`src/hw/rtl/jcgp_pkg.sv`:
```
package jcgp_pkg;

  localparam int GROUP_WIDTH  = 8;
  localparam int MAX_GROUPS   = 8;
  localparam int MASK_W       = 64;
  localparam int RAND_W       = 8;
  localparam int GRP_W        = 3;
  localparam int BIT_W        = 3;
  localparam int CNT_W        = 4;
  localparam int CHAN_W       = GRP_W + BIT_W;
  localparam int NUM_GROUPS_DEFAULT = 8;

  localparam logic [GROUP_WIDTH-1:0] GROUP_MASK = 8'hFF;

  localparam logic STATUS_OK   = 1'b0;
  localparam logic STATUS_NONE = 1'b1;

  typedef enum logic [1:0] {
    ST_IDLE,
    ST_SCAN,
    ST_DIV,
    ST_OUT
  } state_t;

  typedef struct packed {
    logic              start;
    logic [RAND_W-1:0] dividend;
    logic [CNT_W-1:0]  divisor;
  } mod_req_t;

  typedef struct packed {
    logic             done;
    logic [BIT_W-1:0] rem;
  } mod_resp_t;

  function automatic logic [CNT_W-1:0] popcount(input logic [GROUP_WIDTH-1:0] bits);
    logic [CNT_W-1:0] n;
    n = '0;
    for (int i = 0; i < GROUP_WIDTH; i++) begin
      n = n + CNT_W'(bits[i]);
    end
    return n;
  endfunction

  function automatic logic [BIT_W-1:0] nth_set(input logic [GROUP_WIDTH-1:0] bits,
                                               input logic [BIT_W-1:0] sel);
    logic [BIT_W-1:0] pos;
    logic [CNT_W-1:0] seen;
    logic             found;
    pos   = '0;
    seen  = '0;
    found = 1'b0;
    for (int i = 0; i < GROUP_WIDTH; i++) begin
      if (bits[i] && !found) begin
        if (seen == CNT_W'(sel)) begin
          pos   = BIT_W'(i);
          found = 1'b1;
        end
        seen = seen + 1'b1;
      end
    end
    return pos;
  endfunction

endpackage

```
`src/hw/rtl/jcgp_mod_unit.sv`:
```
module jcgp_mod_unit (
  input  logic                clk,
  input  logic                rst,
  input  jcgp_pkg::mod_req_t  req,
  output jcgp_pkg::mod_resp_t resp
);

  logic                         busy;
  logic [jcgp_pkg::BIT_W-1:0]   idx;
  logic [jcgp_pkg::RAND_W-1:0]  dvd;
  logic [jcgp_pkg::CNT_W-1:0]   dvs;
  logic [jcgp_pkg::BIT_W-1:0]   rem;
  logic                         done;
  logic [jcgp_pkg::CNT_W-1:0]   trial;
  logic [jcgp_pkg::BIT_W-1:0]   rem_next;

  // one quotient bit per cycle, msb first
  always_comb begin
    trial = {rem, dvd[jcgp_pkg::RAND_W-1]};
    if (trial >= dvs) begin
      rem_next = jcgp_pkg::BIT_W'(trial - dvs);
    end else begin
      rem_next = jcgp_pkg::BIT_W'(trial);
    end
  end

  always_ff @(posedge clk) begin
    if (rst) begin
      busy <= 1'b0;
      done <= 1'b0;
      idx  <= '0;
    end else begin
      done <= 1'b0;
      if (req.start) begin
        busy <= 1'b1;
        idx  <= jcgp_pkg::BIT_W'(jcgp_pkg::RAND_W - 1);
      end else if (busy) begin
        idx <= idx - 1'b1;
        if (idx == '0) begin
          busy <= 1'b0;
          done <= 1'b1;
        end
      end
    end
  end

  always_ff @(posedge clk) begin
    if (req.start) begin
      dvd <= req.dividend;
      dvs <= req.divisor;
      rem <= '0;
    end else if (busy) begin
      dvd <= {dvd[jcgp_pkg::RAND_W-2:0], 1'b0};
      rem <= rem_next;
    end
  end

  assign resp.done = done;
  assign resp.rem  = rem;

endmodule

```
`src/hw/rtl/join_channel_group_picker.sv`:
```
// Join channel picker: each request carries a 64-bit channel mask, seen as
// NUM_GROUPS groups of eight channels, and an 8-bit random value. Starting at
// the stored group pointer the block checks one group per cycle, round-robin,
// for the first one with a free channel, then reduces the random value modulo
// that group's free count in a shared shift-subtract unit, one bit per cycle,
// and returns the (remainder)-th free channel of the group with status ok and
// the pointer moved past the group. An empty mask gives channel 0, status none
// and the pointer unchanged. One request is in flight at a time: after accept the
// group scan runs, then the eight-step modulo loop if a group has a free channel,
// and the result is held valid until taken. req_ready returns the cycle after the
// result is taken.
module join_channel_group_picker #(
  parameter int NUM_GROUPS = jcgp_pkg::NUM_GROUPS_DEFAULT
) (
  input  logic                         clk,
  input  logic                         rst,
  input  logic                         req_valid,
  output logic                         req_ready,
  input  logic [jcgp_pkg::MASK_W-1:0]  channel_mask,
  input  logic [jcgp_pkg::RAND_W-1:0]  random_value,
  output logic                         res_valid,
  input  logic                         res_ready,
  output logic [jcgp_pkg::CHAN_W-1:0]  channel_index,
  output logic                         status,
  output logic [jcgp_pkg::GRP_W-1:0]   next_group
);

  localparam logic [jcgp_pkg::GRP_W-1:0] LAST_GROUP = jcgp_pkg::GRP_W'(NUM_GROUPS - 1);

  jcgp_pkg::state_t state, state_next;

  logic [jcgp_pkg::GRP_W-1:0]        group_pointer;
  logic [jcgp_pkg::MASK_W-1:0]       mask;
  logic [jcgp_pkg::RAND_W-1:0]       rnd;
  logic [jcgp_pkg::GRP_W-1:0]        grp;
  logic [jcgp_pkg::GRP_W-1:0]        steps;
  logic [jcgp_pkg::GROUP_WIDTH-1:0]  bits;

  logic [jcgp_pkg::GRP_W-1:0]        start_group;
  logic [jcgp_pkg::GRP_W-1:0]        grp_after;
  logic [jcgp_pkg::GROUP_WIDTH-1:0]  grp_bits;
  logic                              req_fire;
  logic                              res_fire;
  logic                              found;
  logic                              exhausted;

  jcgp_pkg::mod_req_t  mod_req;
  jcgp_pkg::mod_resp_t mod_resp;

  assign start_group = (group_pointer > LAST_GROUP) ? '0 : group_pointer;
  assign grp_after   = (grp >= LAST_GROUP) ? '0 : grp + 1'b1;
  assign grp_bits    = mask[{grp, {jcgp_pkg::BIT_W{1'b0}}} +: jcgp_pkg::GROUP_WIDTH]
                       & jcgp_pkg::GROUP_MASK;
  assign found       = (grp_bits != '0);
  assign exhausted   = (steps == LAST_GROUP);

  always_ff @(posedge clk) begin
    if (rst) begin
      state <= jcgp_pkg::ST_IDLE;
    end else begin
      state <= state_next;
    end
  end

  always_comb begin
    state_next       = state;
    req_ready        = 1'b0;
    res_valid        = 1'b0;
    mod_req.start    = 1'b0;
    mod_req.dividend = rnd;
    mod_req.divisor  = jcgp_pkg::popcount(grp_bits);
    unique case (state)
      jcgp_pkg::ST_IDLE: begin
        req_ready = 1'b1;
        if (req_valid) begin
          state_next = jcgp_pkg::ST_SCAN;
        end
      end
      jcgp_pkg::ST_SCAN: begin
        if (found) begin
          mod_req.start = 1'b1;
          state_next    = jcgp_pkg::ST_DIV;
        end else if (exhausted) begin
          state_next = jcgp_pkg::ST_OUT;
        end
      end
      jcgp_pkg::ST_DIV: begin
        if (mod_resp.done) begin
          state_next = jcgp_pkg::ST_OUT;
        end
      end
      jcgp_pkg::ST_OUT: begin
        res_valid = 1'b1;
        if (res_ready) begin
          state_next = jcgp_pkg::ST_IDLE;
        end
      end
      default: state_next = jcgp_pkg::ST_IDLE;
    endcase
  end

  assign req_fire = req_valid && req_ready;
  assign res_fire = res_valid && res_ready;

  always_ff @(posedge clk) begin
    if (rst) begin
      group_pointer <= '0;
    end else if (state == jcgp_pkg::ST_DIV && mod_resp.done) begin
      group_pointer <= grp_after;
    end
  end

  always_ff @(posedge clk) begin
    if (req_fire) begin
      mask  <= channel_mask;
      rnd   <= random_value;
      grp   <= start_group;
      steps <= '0;
    end else if (state == jcgp_pkg::ST_SCAN) begin
      if (found) begin
        bits <= grp_bits;
      end else if (exhausted) begin
        channel_index <= '0;
        status        <= jcgp_pkg::STATUS_NONE;
        next_group    <= start_group;
      end else begin
        grp   <= grp_after;
        steps <= steps + 1'b1;
      end
    end else if (state == jcgp_pkg::ST_DIV && mod_resp.done) begin
      channel_index <= {grp, jcgp_pkg::nth_set(bits, mod_resp.rem)};
      status        <= jcgp_pkg::STATUS_OK;
      next_group    <= grp_after;
    end else if (res_fire) begin
      steps <= '0;
    end
  end

  jcgp_mod_unit u_mod (
    .clk  (clk),
    .rst  (rst),
    .req  (mod_req),
    .resp (mod_resp)
  );

endmodule

```
`config.mk`:
```
export PLATFORM = sky130hd
export DESIGN_NAME = join_channel_group_picker
export DESIGN_NICKNAME = d
export VERILOG_FILES = /design/src/hw/rtl/jcgp_pkg.sv /design/src/hw/rtl/jcgp_mod_unit.sv /design/src/hw/rtl/join_channel_group_picker.sv
export SDC_FILE = /design/constraint.sdc
export NUM_CORES = 1
export LEC_CHECK = 0
export ABC_AREA = 1
export BUFFER_PORTS_ARGS = -buffer_cell sky130_fd_sc_hd__clkbuf_2
export CAP_MARGIN = 10
export CELL_PAD_IN_SITES_DETAIL_PLACEMENT = 2
export CELL_PAD_IN_SITES_GLOBAL_PLACEMENT = 2
export CORE_UTILIZATION = 25
export CTS_CLUSTER_DIAMETER = 80
export DETAILED_ROUTE_END_ITERATION = 12
export PLACE_DENSITY_LB_ADDON = 0.15
export SYNTH_ARGS = -nofsm -noshare
export SYNTH_HDL_FRONTEND = slang
export SYNTH_SLANG_ARGS = --single-unit
```
`constraint.sdc`:
```
create_clock -name clk -period 10.5 [get_ports clk]
set_input_delay 1.575 -clock clk [delete_from_list [all_inputs] [get_ports clk]]
set_output_delay 1.575 -clock clk [all_outputs]
set_load 0.03 [all_outputs]
```
==> flow_metrics.tcl <==
set metrics [dict create \
    status "finished, final reports clean" \
    critPathMaxStageDelay_ps 730 \
    layout_setup_ws_ps 5840 \
    synth-edff-count 105 \
    synthFlopType "edfxtp_1" \
    hold_slack_ps 466 \
    maxCapViolCount 0 \
    cp.arrival_ps 4830 \
    start_util_pct 25.6 \
    slew_headroom_pct 29.1 \
    yosysTopAreaCellShare_pct 52.2 \
    synth_cells 608 \
    cellPowerDensity_nw_per_um2 362 \
    grt_pass1_wl_mm 26.8 \
    slew_viol_final 0 \
    cp_top_family "adder cells" \
    cp_cell_sequence "buf_4 > inv_1 > o21ai_0 > o22ai_1 > nor2_1 > a31oi_1 > fa_1 > fa_1 > fa_1 > ha_1 > inv_1 > fa_1 > xnor2_1" \
    critPathBufInv 3 \
    dpl.hpwl_mm 12.3 \
    switchingPower_mw 1.16 \
    fillCellCount 2661 \
    synth_commonest_cells "nand2_1 (118), edfxtp_1 (105), nor2_1 (72), inv_1 (63), o21ai_0 (52)" \
    synthTopCellsByArea "edfxtp_1 (52%), nand2_1 (7.3%), dfxtp_1 (5.3%)" \
    dp.cells 1000 \
    r2r_end "u_mod.dvs[2]" \
    r2r_cells 13 \
    final_cells 1031 \
    vdd_drop_max_mv 0.130 \
    period_share_pct 44.4 \
    path_depth 13 \
    cts-root-buf "clkbuf_16" \
    drc 0 \
    syn_nets 712 \
    via_count 4542 \
    clock_path_buffers 2 \
    core.rowCount 56 \
    gr-total-overflow 0 \
    die-area_um2 24800 \
    hold_viol 0 \
    ant_nets 0 \
    die_height_um 157 \
    path_class "reg2reg" \
    postSynthAreaPerCell_um2 9.93 \
    p_int_mw 1.52 \
    setup.reg_to_reg.worst_slack_ps 5840 \
    worstReg2RegStart "grp[0]" \
    post-cts-setup-buffers 0 \
    cts.clk_slew.worst_paths_ps 60 \
    crit_end "u_mod.dvs[2]" \
    yosysUniqueCellTypes 39 \
    p_total_mw 2.68 \
    p_leak_nw 3.12 \
    worstPathMaxFanout 36 \
    slowest_stage "inv_1" \
    clkSinkCount 121 \
    switching_share_pct 43.4 \
    end_kind "register" \
    hold_buffers 0 \
    rsz0062_at_grt "no" \
    htreeDepth 4 \
    io_pins 88 \
    antenna_found_initial 0 \
    tritoncts "done" \
    max_freq_ghz 0.214 \
    yosys_warnings 0 \
    clkLatencyLatePin_ps 420 \
    power_frac_seq_pct 30.0 \
    grt_pass1_vias 5034 \
    grt_use_total_pct 14.4 \
    gp_congestion 0.795 \
    totalNegativeSetupSlack_ps 0 \
    crit_required_ps 10670 \
    first_pass_iters 4 \
    post_cts_resized 0 \
    portBuffers 87 \
    grt_max_degree 79 \
    core_um2 23500 \
    viasPerCell 4.41 \
    combPwrFrac_pct 48.6 \
    first_iter_violations 160 \
    hold_path.class "reg2reg" \
    fin_skew_ps 14.7 \
    ys_seq_area_share_pct 57.5 \
    diodes 0 \
    fin_nets 804 \
    routedWlPerCell_um 15.9 \
    multiInputGateArea_um2 2220 \
    path_common_cell "fa_1" \
    synth_top_area_cell "edfxtp_1" \
    yosysMostFrequentCell "nand2_1" \
    die_w_um 157 \
    synthToLayoutAreaGrowth_pct 22.6 \
    startpoint "grp[0]" \
    p_clk_share_pct 21.4 \
    critPathLaunchType "register" \
    wl_mm 16.4 \
    ff_latch_area_um2 3470 \
    post-place-ws_ps 5720 \
    setup_violations 0 \
    drive_above_1_share_pct 23.5 \
    cts_buffers 17 \
    ys_seq_elements 121 \
    worstMarginPinSlew_ps 1060 \
    min_period_ps 4660 \
    syn_area_um2 6040 \
    synthArstFlopShare_pct 0 \
]
[routing by layer]
metal	share of wire (%)	global-route usage, %	wire length [µm]	up-vias
li1	-	-	-	2242
met1	46	17.9	7620	2221
met2	50	24.3	8110	62
met3	2.5	3.03	413	17
met4	1.5	5.22	242	0
met5	0	0	0	-
[worst min path at each step]
stage	startpoint	to	slack (ps)	cells after the start
floorplan	steps[0]	steps[0]	430	1
global placement	steps[1]	steps[1]	450	2
detailed placement	steps[0]	steps[0]	460	1
CTS	steps[0]	steps[0]	470	1
global route	steps[0]	steps[0]	490	1
finish	steps[0]	steps[0]	470	1
[state kept, by name (all words and copies together) (netlist names)]
signal         flops
u_mod.dvd          8
grp                3
state              2
steps              3
next_group         3
u_mod.dvs          4
u_mod.done         1
u_mod.rem          3
mask              64
rnd                8
bits               8
u_mod.busy         1
status             1
group_pointer      3
u_mod.idx          3
channel_index      6
[per-stage QoR]
step / util [%] / cell area (µm²)
final: 31.4 / 7400
after global routing: 31.4 / 7400
after CTS: 31.4 / 7400
after detailed placement: 29.0 / 6830
after global placement: 29.0 / 6830
after floorplan: - / 6040
[logic make-up (layout without fill, tap and decap cells)]
group | Yosys count | in the layout | share of synthesized area [%]
xor gates and xnor gates | 6 | 6 | 0.870
DFF | 121 | 121 | 57.5
adders and majority gates | 28 | 28 | 6.43
AOI/OAI and AO/OA | 101 | 101 | 9.29
buffers and inverters | 91 | 195 | 5.78
and+or+nand+nor | 261 | 261 | 20.1
[cell usage in the layout (no fill, tap or decap), types with 3 or more instances in the layout]
master and count:
nor2_1 72, nand3_1 22, clkbuf_2 87, nand3_4 4, nand2_2 15, nor2_4 3, o22ai_1 16, a21oi_1 20
nand2_1 118, nor2_2 4, inv_1 63, edfxtp_1 105, nand3_2 5, o21ai_0 52, clkinv_2 3, fa_1 5
dfxtp_1 16, a31oi_1 4, xor2_1 4, nand4_1 10, clkinvlp_4 3, inv_2 10, inv_6 4, clkbuf_16 17
ha_1 23
[final cells by class]
type                       count  area share, %
tap                          319           5.39
clock buffer                  18           5.80
sequential                   121           46.9
timing repair buffer          89           6.09
clock inverter                13           1.96
inverter                      75           3.85
multi-input combinational    396           30.0
[power by group through the flow]
stage          combinational, mW  sequential [mW]  clock, mW
2_1_floorplan              0.976            0.794          0
3_3_place_gp                1.28            0.812          0
3_5_place_dp                1.34            0.816          0
4_1_cts                     1.35            0.808      0.595
5_1_grt                     1.51            0.818      0.612
6_report                    1.30            0.803      0.574
Note: power is estimated with default switching activity, not from simulation.
